[config.mk]
export PLATFORM = sky130hd
export DESIGN_NAME = mlpd_step
export DESIGN_NICKNAME = d
export VERILOG_FILES = /design/src/rtl/core/mlpd_pkg.sv /design/src/rtl/core/mlpd_step.sv
export SDC_FILE = /design/constraint.sdc
export NUM_CORES = 1
export LEC_CHECK = 0
export ABC_AREA = 1
export BUFFER_PORTS_ARGS = -buffer_cell sky130_fd_sc_hd__buf_2
export CAP_MARGIN = 10
export CELL_PAD_IN_SITES_DETAIL_PLACEMENT = 1
export CELL_PAD_IN_SITES_GLOBAL_PLACEMENT = 1
export CORE_MARGIN = 10
export CORE_UTILIZATION = 30
export DETAILED_ROUTE_END_ITERATION = 10
export PLACE_DENSITY = 0.89
export SETUP_SLACK_MARGIN = 0.4
export SLEW_MARGIN = 0
export SYNTH_ARGS = -nofsm -noshare
export SYNTH_HDL_FRONTEND = slang
export SYNTH_SLANG_ARGS = --single-unit
[constraint.sdc]
create_clock -name vclk -period 1.59
set_input_delay 0.0795 -clock vclk [all_inputs]
set_output_delay 0.0795 -clock vclk [all_outputs]
set_load 0.05 [all_outputs]
[src/rtl/core/mlpd_pkg.sv]
// shared types and constants for the multichannel length-prefix deframer
// no dependencies; used by mlpd_step and the top level
package mlpd_pkg;

  localparam int CHANNELS  = 256;
  localparam int ADDR_W    = $clog2(CHANNELS);
  localparam int LEN_W     = 24;            // width of the shared length / remaining field
  localparam int LENGTH_BITS = 24;          // frame lengths must fit in this many bits
  localparam int CH_W      = 8;
  localparam int BYTE_W    = 8;

  typedef enum logic [1:0] {
    CMD_DATA    = 2'd0,
    CMD_OPEN_HS = 2'd1,
    CMD_OPEN_HD = 2'd2,
    CMD_NONE    = 2'd3
  } cmd_t;

  typedef enum logic [2:0] {
    ST_WAIT      = 3'd0,
    ST_HANDSHAKE = 3'd1,
    ST_HEADER    = 3'd2,
    ST_CONTENT   = 3'd3,
    ST_DOWN      = 3'd4
  } status_t;

  typedef enum logic [2:0] {
    EV_PAYLOAD  = 3'd0,
    EV_EMPTY    = 3'd1,
    EV_HS_OK    = 3'd2,
    EV_HS_BAD   = 3'd3,
    EV_TOO_LONG = 3'd4,
    EV_OPEN_OK  = 3'd5,
    EV_OPEN_REJ = 3'd6
  } event_t;

  // per-channel state; len holds the partial header length in header state
  // and the bytes still due in content state
  typedef struct packed {
    logic [2:0]       status;
    logic [1:0]       hdr_cnt;
    logic [LEN_W-1:0] len;
  } entry_t;

  typedef struct packed {
    logic              valid;
    logic [2:0]        ev;
    logic [BYTE_W-1:0] payload;
    logic              last;
  } result_t;

endpackage

[src/rtl/core/mlpd_step.sv]
// per-item state update of the deframer: one channel entry in, updated entry and result out
// depends on mlpd_pkg
module mlpd_step import mlpd_pkg::*; (
  input  logic [1:0]        cmd,
  input  logic [CH_W-1:0]   channel,
  input  logic [BYTE_W-1:0] data_byte,
  input  logic              ch_ok,
  input  entry_t            cur,
  output entry_t            upd,
  output result_t           res
);

  logic [LEN_W-1:0] hdr_len;
  logic [LEN_W-1:0] rem_dec;
  logic             too_long;

  assign hdr_len  = {cur.len[LEN_W-BYTE_W-1:0], data_byte};
  assign rem_dec  = (cur.len == '0) ? '0 : cur.len - LEN_W'(1);
  assign too_long = (hdr_len >> LENGTH_BITS) != '0;

  always_comb begin
    upd = cur;
    res = '0;
    case (cmd)
      CMD_OPEN_HS, CMD_OPEN_HD: begin
        res.valid = 1'b1;
        if (!ch_ok || cur.status != ST_WAIT) begin
          res.ev = EV_OPEN_REJ;
        end else begin
          res.ev      = EV_OPEN_OK;
          upd.status  = (cmd == CMD_OPEN_HS) ? ST_HANDSHAKE : ST_HEADER;
          upd.hdr_cnt = '0;
          upd.len     = '0;
        end
      end
      CMD_DATA: begin
        if (ch_ok) begin
          case (cur.status)
            ST_HANDSHAKE: begin
              res.valid = 1'b1;
              if (data_byte != channel) begin
                res.ev     = EV_HS_BAD;
                upd.status = ST_DOWN;
              end else begin
                res.ev      = EV_HS_OK;
                upd.status  = ST_HEADER;
                upd.hdr_cnt = '0;
                upd.len     = '0;
              end
            end
            ST_HEADER: begin
              if (cur.hdr_cnt == 2'd0) begin
                if (data_byte != '0) begin
                  res.valid  = 1'b1;
                  res.ev     = EV_TOO_LONG;
                  upd.status = ST_DOWN;
                end else begin
                  upd.len     = '0;
                  upd.hdr_cnt = 2'd1;
                end
              end else if (cur.hdr_cnt != 2'd3) begin
                upd.len     = hdr_len;
                upd.hdr_cnt = cur.hdr_cnt + 2'd1;
              end else begin
                upd.hdr_cnt = '0;
                upd.len     = '0;
                if (too_long) begin
                  res.valid  = 1'b1;
                  res.ev     = EV_TOO_LONG;
                  upd.status = ST_DOWN;
                end else if (hdr_len == '0) begin
                  res.valid = 1'b1;
                  res.ev    = EV_EMPTY;
                end else begin
                  upd.len    = hdr_len;
                  upd.status = ST_CONTENT;
                end
              end
            end
            ST_CONTENT: begin
              res.valid   = 1'b1;
              res.ev      = EV_PAYLOAD;
              res.payload = data_byte;
              res.last    = (rem_dec == '0);
              upd.len     = rem_dec;
              if (rem_dec == '0) begin
                upd.status  = ST_HEADER;
                upd.hdr_cnt = '0;
              end
            end
            default: begin
            end
          endcase
        end
      end
      default: begin
      end
    endcase
  end

endmodule

==> impl_metrics.csv, run 1 <==
group,metric,value,unit
synth,postSynthNetCount,500,
status,firstError,"[ERROR DPL-0033] detailed placement checks failed during check placement.",
clocking,postCtsSetupBuffers,41,
floorplanning,dieWidth,108,um
floorplanning,io_pins,90,
status,status,"stopped before the end",
place,post_dp_cell_area,4450,um^2
floorplanning,chipHeight,108,um
synth,synth.cell_area,2310,um^2
synth,syn-instance-count,445,
clocking,post_cts.resized_instances,247,
floorplanning,row_count,31,
place,io_buffers,90,
place,place.gp.congestion,1.01,
place,pre_cts_slack,-0.894,ns
place,dp.final_hpwl,14100,um
synth,synth.distinct_cells,33,
synth,synth_sequential_area_ratio,0,
synth,ys.warnings.count,0,
status,failed_stage,"4_1_cts",
clocking,postCtsHoldBufs,0,
floorplanning,initial_utilization,0.313,
synth,postSynthAreaPerCell,5.19,um^2
[through the flow]
step                      instances  utilization  hold WS, ns
after floorplan                 445            -        0.283
after global placement          762        0.604        0.671
after detailed placement        762        0.604        0.676
[cells in the mapped netlist (2+ instances only)]
cell type | n | share of area
sky130_fd_sc_hd__nor2_2 | 10 | 0.027
sky130_fd_sc_hd__clkbuf_1 | 4 | 0.0065
sky130_fd_sc_hd__o21ai_1 | 34 | 0.074
sky130_fd_sc_hd__nor2_4 | 7 | 0.034
sky130_fd_sc_hd__inv_2 | 11 | 0.018
sky130_fd_sc_hd__inv_1 | 45 | 0.073
sky130_fd_sc_hd__a31oi_1 | 2 | 0.0054
sky130_fd_sc_hd__a21oi_1 | 13 | 0.028
sky130_fd_sc_hd__clkinv_1 | 3 | 0.0049
sky130_fd_sc_hd__xnor2_1 | 8 | 0.030
sky130_fd_sc_hd__nand4_1 | 14 | 0.038
sky130_fd_sc_hd__buf_2 | 7 | 0.015
sky130_fd_sc_hd__nand3_1 | 43 | 0.093
sky130_fd_sc_hd__xor2_1 | 3 | 0.011
sky130_fd_sc_hd__o21ai_0 | 15 | 0.033
sky130_fd_sc_hd__nor2_1 | 51 | 0.083
sky130_fd_sc_hd__nand2_1 | 109 | 0.18
sky130_fd_sc_hd__o221ai_1 | 24 | 0.091
sky130_fd_sc_hd__nor3_2 | 3 | 0.013
sky130_fd_sc_hd__o211ai_1 | 15 | 0.049
sky130_fd_sc_hd__nand2_2 | 6 | 0.016
sky130_fd_sc_hd__ha_1 | 7 | 0.038
[kinds of logic after synthesis]
kind of cell | count (synthesis) | synth area share
compound gates | 105 | 0.287
simple gates | 250 | 0.508
fa+ha+maj | 7 | 0.0379
buf+inv | 72 | 0.126
xor+xnor | 11 | 0.0417
==> run 2: changes to the inputs <==
- CELL_PAD_IN_SITES_DETAIL_PLACEMENT: 1 -> not set
- CELL_PAD_IN_SITES_GLOBAL_PLACEMENT: 1 -> not set
- CORE_UTILIZATION: 30 -> 40
- PLACE_DENSITY: 0.89 -> not set
- PLACE_DENSITY_LB_ADDON: not set -> 0.15
- SETUP_SLACK_MARGIN: 0.4 -> not set
- clock period: 1.59 -> 2.1 ns (I/O delays scaled with it)
==> run 2 against run 1 <==
Effect of this change: the flow now finishes, with violations (negative setup slack); area after synthesis did not move; synthesized cell count did not move.
==> impl_metrics.csv, run 2 <==
group,metric,value,unit
critical_path,critical_path_required,2.00,ns
floorplanning,dieWidth,96.0,um
critical_path,crit_path_max_incr_delay,0.17,ns
layout,layout_commonest_cell,"sky130_fd_sc_hd__nand2_1",
timing,measured_slew_at_the_worst_slew_check_pin,0.407,ns
layout,final_layout_size_suffix_gt1_frac,0.435,
drt,detail-route-antenna-nets,0,
place,io_buffers,90,
drt,post_drt_wl_per_cell,16.8,um
global_route,use_met1,0.284,
floorplanning,initial_utilization,0.417,
synth,postSynthAreaPerCell,5.19,um^2
power,pwr_dens,247,nW/um^2
timing,post-route-min-period,2.20,ns
critical_path,worst-path-max-fanout,5,
power,leakagePower,1.87,nW
synth,yosys-top-cells-area,"sky130_fd_sc_hd__nand2_1 (18%), sky130_fd_sc_hd__nand3_1 (9.3%), sky130_fd_sc_hd__o221ai_1 (9.1%)",
floorplanning,design.die.area,9210,um^2
synth,synth.distinct_cells,33,
synth,postSynthNetCount,500,
global_route,wire_length_of_the_first_global_routing_pass,16000,um
drt,detail_route.wirelength,11300,um
drt,dr.first_iter.drc_count,353,
job,drv_cap,0,
layout,antennaDiodeCount,0,
global_route,busiest_layer,"met2",
layout,layout.cell_area.non_filler,3890,um^2
global_route,grt_max_degree,26,
critical_path,timing.setup.critical_path_class,"in -> out",
worst_hold_path,holdPathStages,4,
global_route,globalRoute.totalOverflow,0,
synth,synth.cell_area,2310,um^2
timing,max_freq,0.454,GHz
timing,final_min_period_over_clock_period,1.05,
synth,syn-instance-count,445,
drt,dr_drc_count,0,
floorplanning,io_pins,90,
synth,ys.warnings.count,0,
synth,synthMostInstantiatedCell,"sky130_fd_sc_hd__nand2_1",
worst_hold_path,timing.hold.worst.class,"in -> out",
drt,detail_route.vias_per_cell,5.75,
critical_path,worst_setup_path_end_kind,"output pin",
drt,firstDrtPassIters,5,
synth,synth_sequential_area_ratio,0,
synth,post-synth-top-area-fraction,0.177,
layout,seq_area,0,um^2
layout,nFlopsAndLatches,0,
timing,hold_viol,0,
power,peakVddDrop,237,uV
critical_path,critical_path.slowest_cell,"sky130_fd_sc_hd__nor2_2",
layout,areaGrowthSynthToFinish,68.5,%
layout,layout.cells.most_common_list,"sky130_fd_sc_hd__nand2_1 (98), sky130_fd_sc_hd__buf_2 (72), sky130_fd_sc_hd__buf_4 (61)",
status,violations,"negative setup slack",
layout,final_net_count,655,
worst_hold_path,worst_hold_startpoint,"cur[25]",
global_route,grt_usage,0.205,
timing,grt_setup_unrepaired,"true",
critical_path,start_kind,"primary input",
status,status,"finished, violations left",
global_route,number_of_global_route_vias_before_repair,3291,
timing,finalMaxSlewViolations,0,
global_route,groute.layer.met3.usage,0.0163,
global_route,global_route.usage.met2,0.352,
floorplanning,row_count,27,
place,place.gp.congestion,0.906,
floorplanning,chipHeight,96.0,um
critical_path,crit_chain,"buf_2 > nor2_2 > nand2_1 > nor2_4 > buf_6 > nand3b_1 > nor2_2 > nor2_2 > nor2_1 > nand2_1 > nor2_2 > nand2_2 > buf_4 > nand3_1 > nand3_1 > nand2_1 > o21ai_2 > buf_6",
timing,final-setup-viol-count,3,
global_route,antenna_found_initial,0,
place,dp.final_hpwl,8060,um
layout,nClkBuffers,0,
place,post_dp_cell_area,3220,um^2
timing,worst_slew_margin_rel,0.728,
critical_path,cpMostUsedCell,"sky130_fd_sc_hd__nor2_2",
synth,synth.cells.most_frequent,"sky130_fd_sc_hd__nand2_1 (109), sky130_fd_sc_hd__nor2_1 (51), sky130_fd_sc_hd__inv_1 (45)",
floorplanning,core,5540,um^2
timing,hold-worst-slack,0.603,ns
place,pre_cts_slack,-0.0671,ns
drt,num_vias,3850,
synth,synth_area_leader_cell,"sky130_fd_sc_hd__nand2_1",
timing,finalWorstSetupSlack,-0.102,ns
worst_hold_path,holdPathEnd,"upd[25]",
critical_path,worst_ep_arrival_time,2.10,ns
run 2: layer usage:
metal	up-vias	share of wire	wire, um
met2	225	0.48	5430
met3	31	0.095	1070
met5	-	0	0
met1	1747	0.40	4560
met4	0	0.018	200
li1	1847	-	-
run 2: critical path: cells and delay by family:
kind	cells	cell delay (ns)
and+or+nand+nor	13	1.38
buffers and inverters	4	0.56
AOI/OAI and AO/OA	1	0.06
run 2: through the flow:
| step | power [mW] | cells | TNS [ns] | util |
|---|---|---|---|---|
| after floorplan | 0.549 | 445 | 0 | - |
| after CTS | 0.861 | 645 | 0 | 0.586 |
| final | 0.962 | 670 | -0.152 | 0.702 |
| after global routing | 1.03 | 670 | -0.752 | 0.702 |
| after detailed placement | 0.849 | 645 | -0.204 | 0.582 |
| after global placement | 0.843 | 645 | -0.184 | 0.582 |
run 2: where the power goes:
group	leakage (nW)	switching (mW)	total [mW]	internal, mW
sequential	0	0	0	0
combinational	1.87	0.639	0.962	0.323
clock	0	0	0	0
run 2: worst max-delay path by stage:
stage / from / to / slack [ns] / cells past startpoint
after global placement: cur[0] / upd[25] / -0.07 / 20
after detailed placement: cur[0] / upd[25] / -0.07 / 20
after CTS: cur[0] / res[0] / 0.002 / 15
after floorplan: cmd[1] / upd[4] / 0.0002 / 7
after global routing: cur[12] / upd[25] / -0.20 / 19
final: cur[12] / upd[24] / -0.10 / 18
run 2: cell families (layout without fill, tap and decap cells):
group / Yosys count / count (layout) / share of synthesized area
AND/OR/NAND/NOR: 250 / 253 / 0.508
XOR/XNOR: 11 / 11 / 0.0417
buffers and inverters: 72 / 222 / 0.126
AO/OA/AOI/OAI: 105 / 105 / 0.287
adder cells (fa/ha/maj): 7 / 7 / 0.0379
run 2: cell type report:
cell class / count / area (um^2)
multi-input cells: 376 / 2340
repair buffers: 163 / 1220
well taps: 72 / 90.1
fillers: 497 / 1650
inverters: 59 / 240
run 2: what timing repair did:
action / in CTS / in global routing
setup buffers: 0 / 20
endpoints found under the setup margin: 4 / 28
pin swaps: 1 / 39
hold buffers: 0 / 0
gates resized for setup: 7 / 121
cloned: 0 / 5
Power figures use the tool's default switching activity.
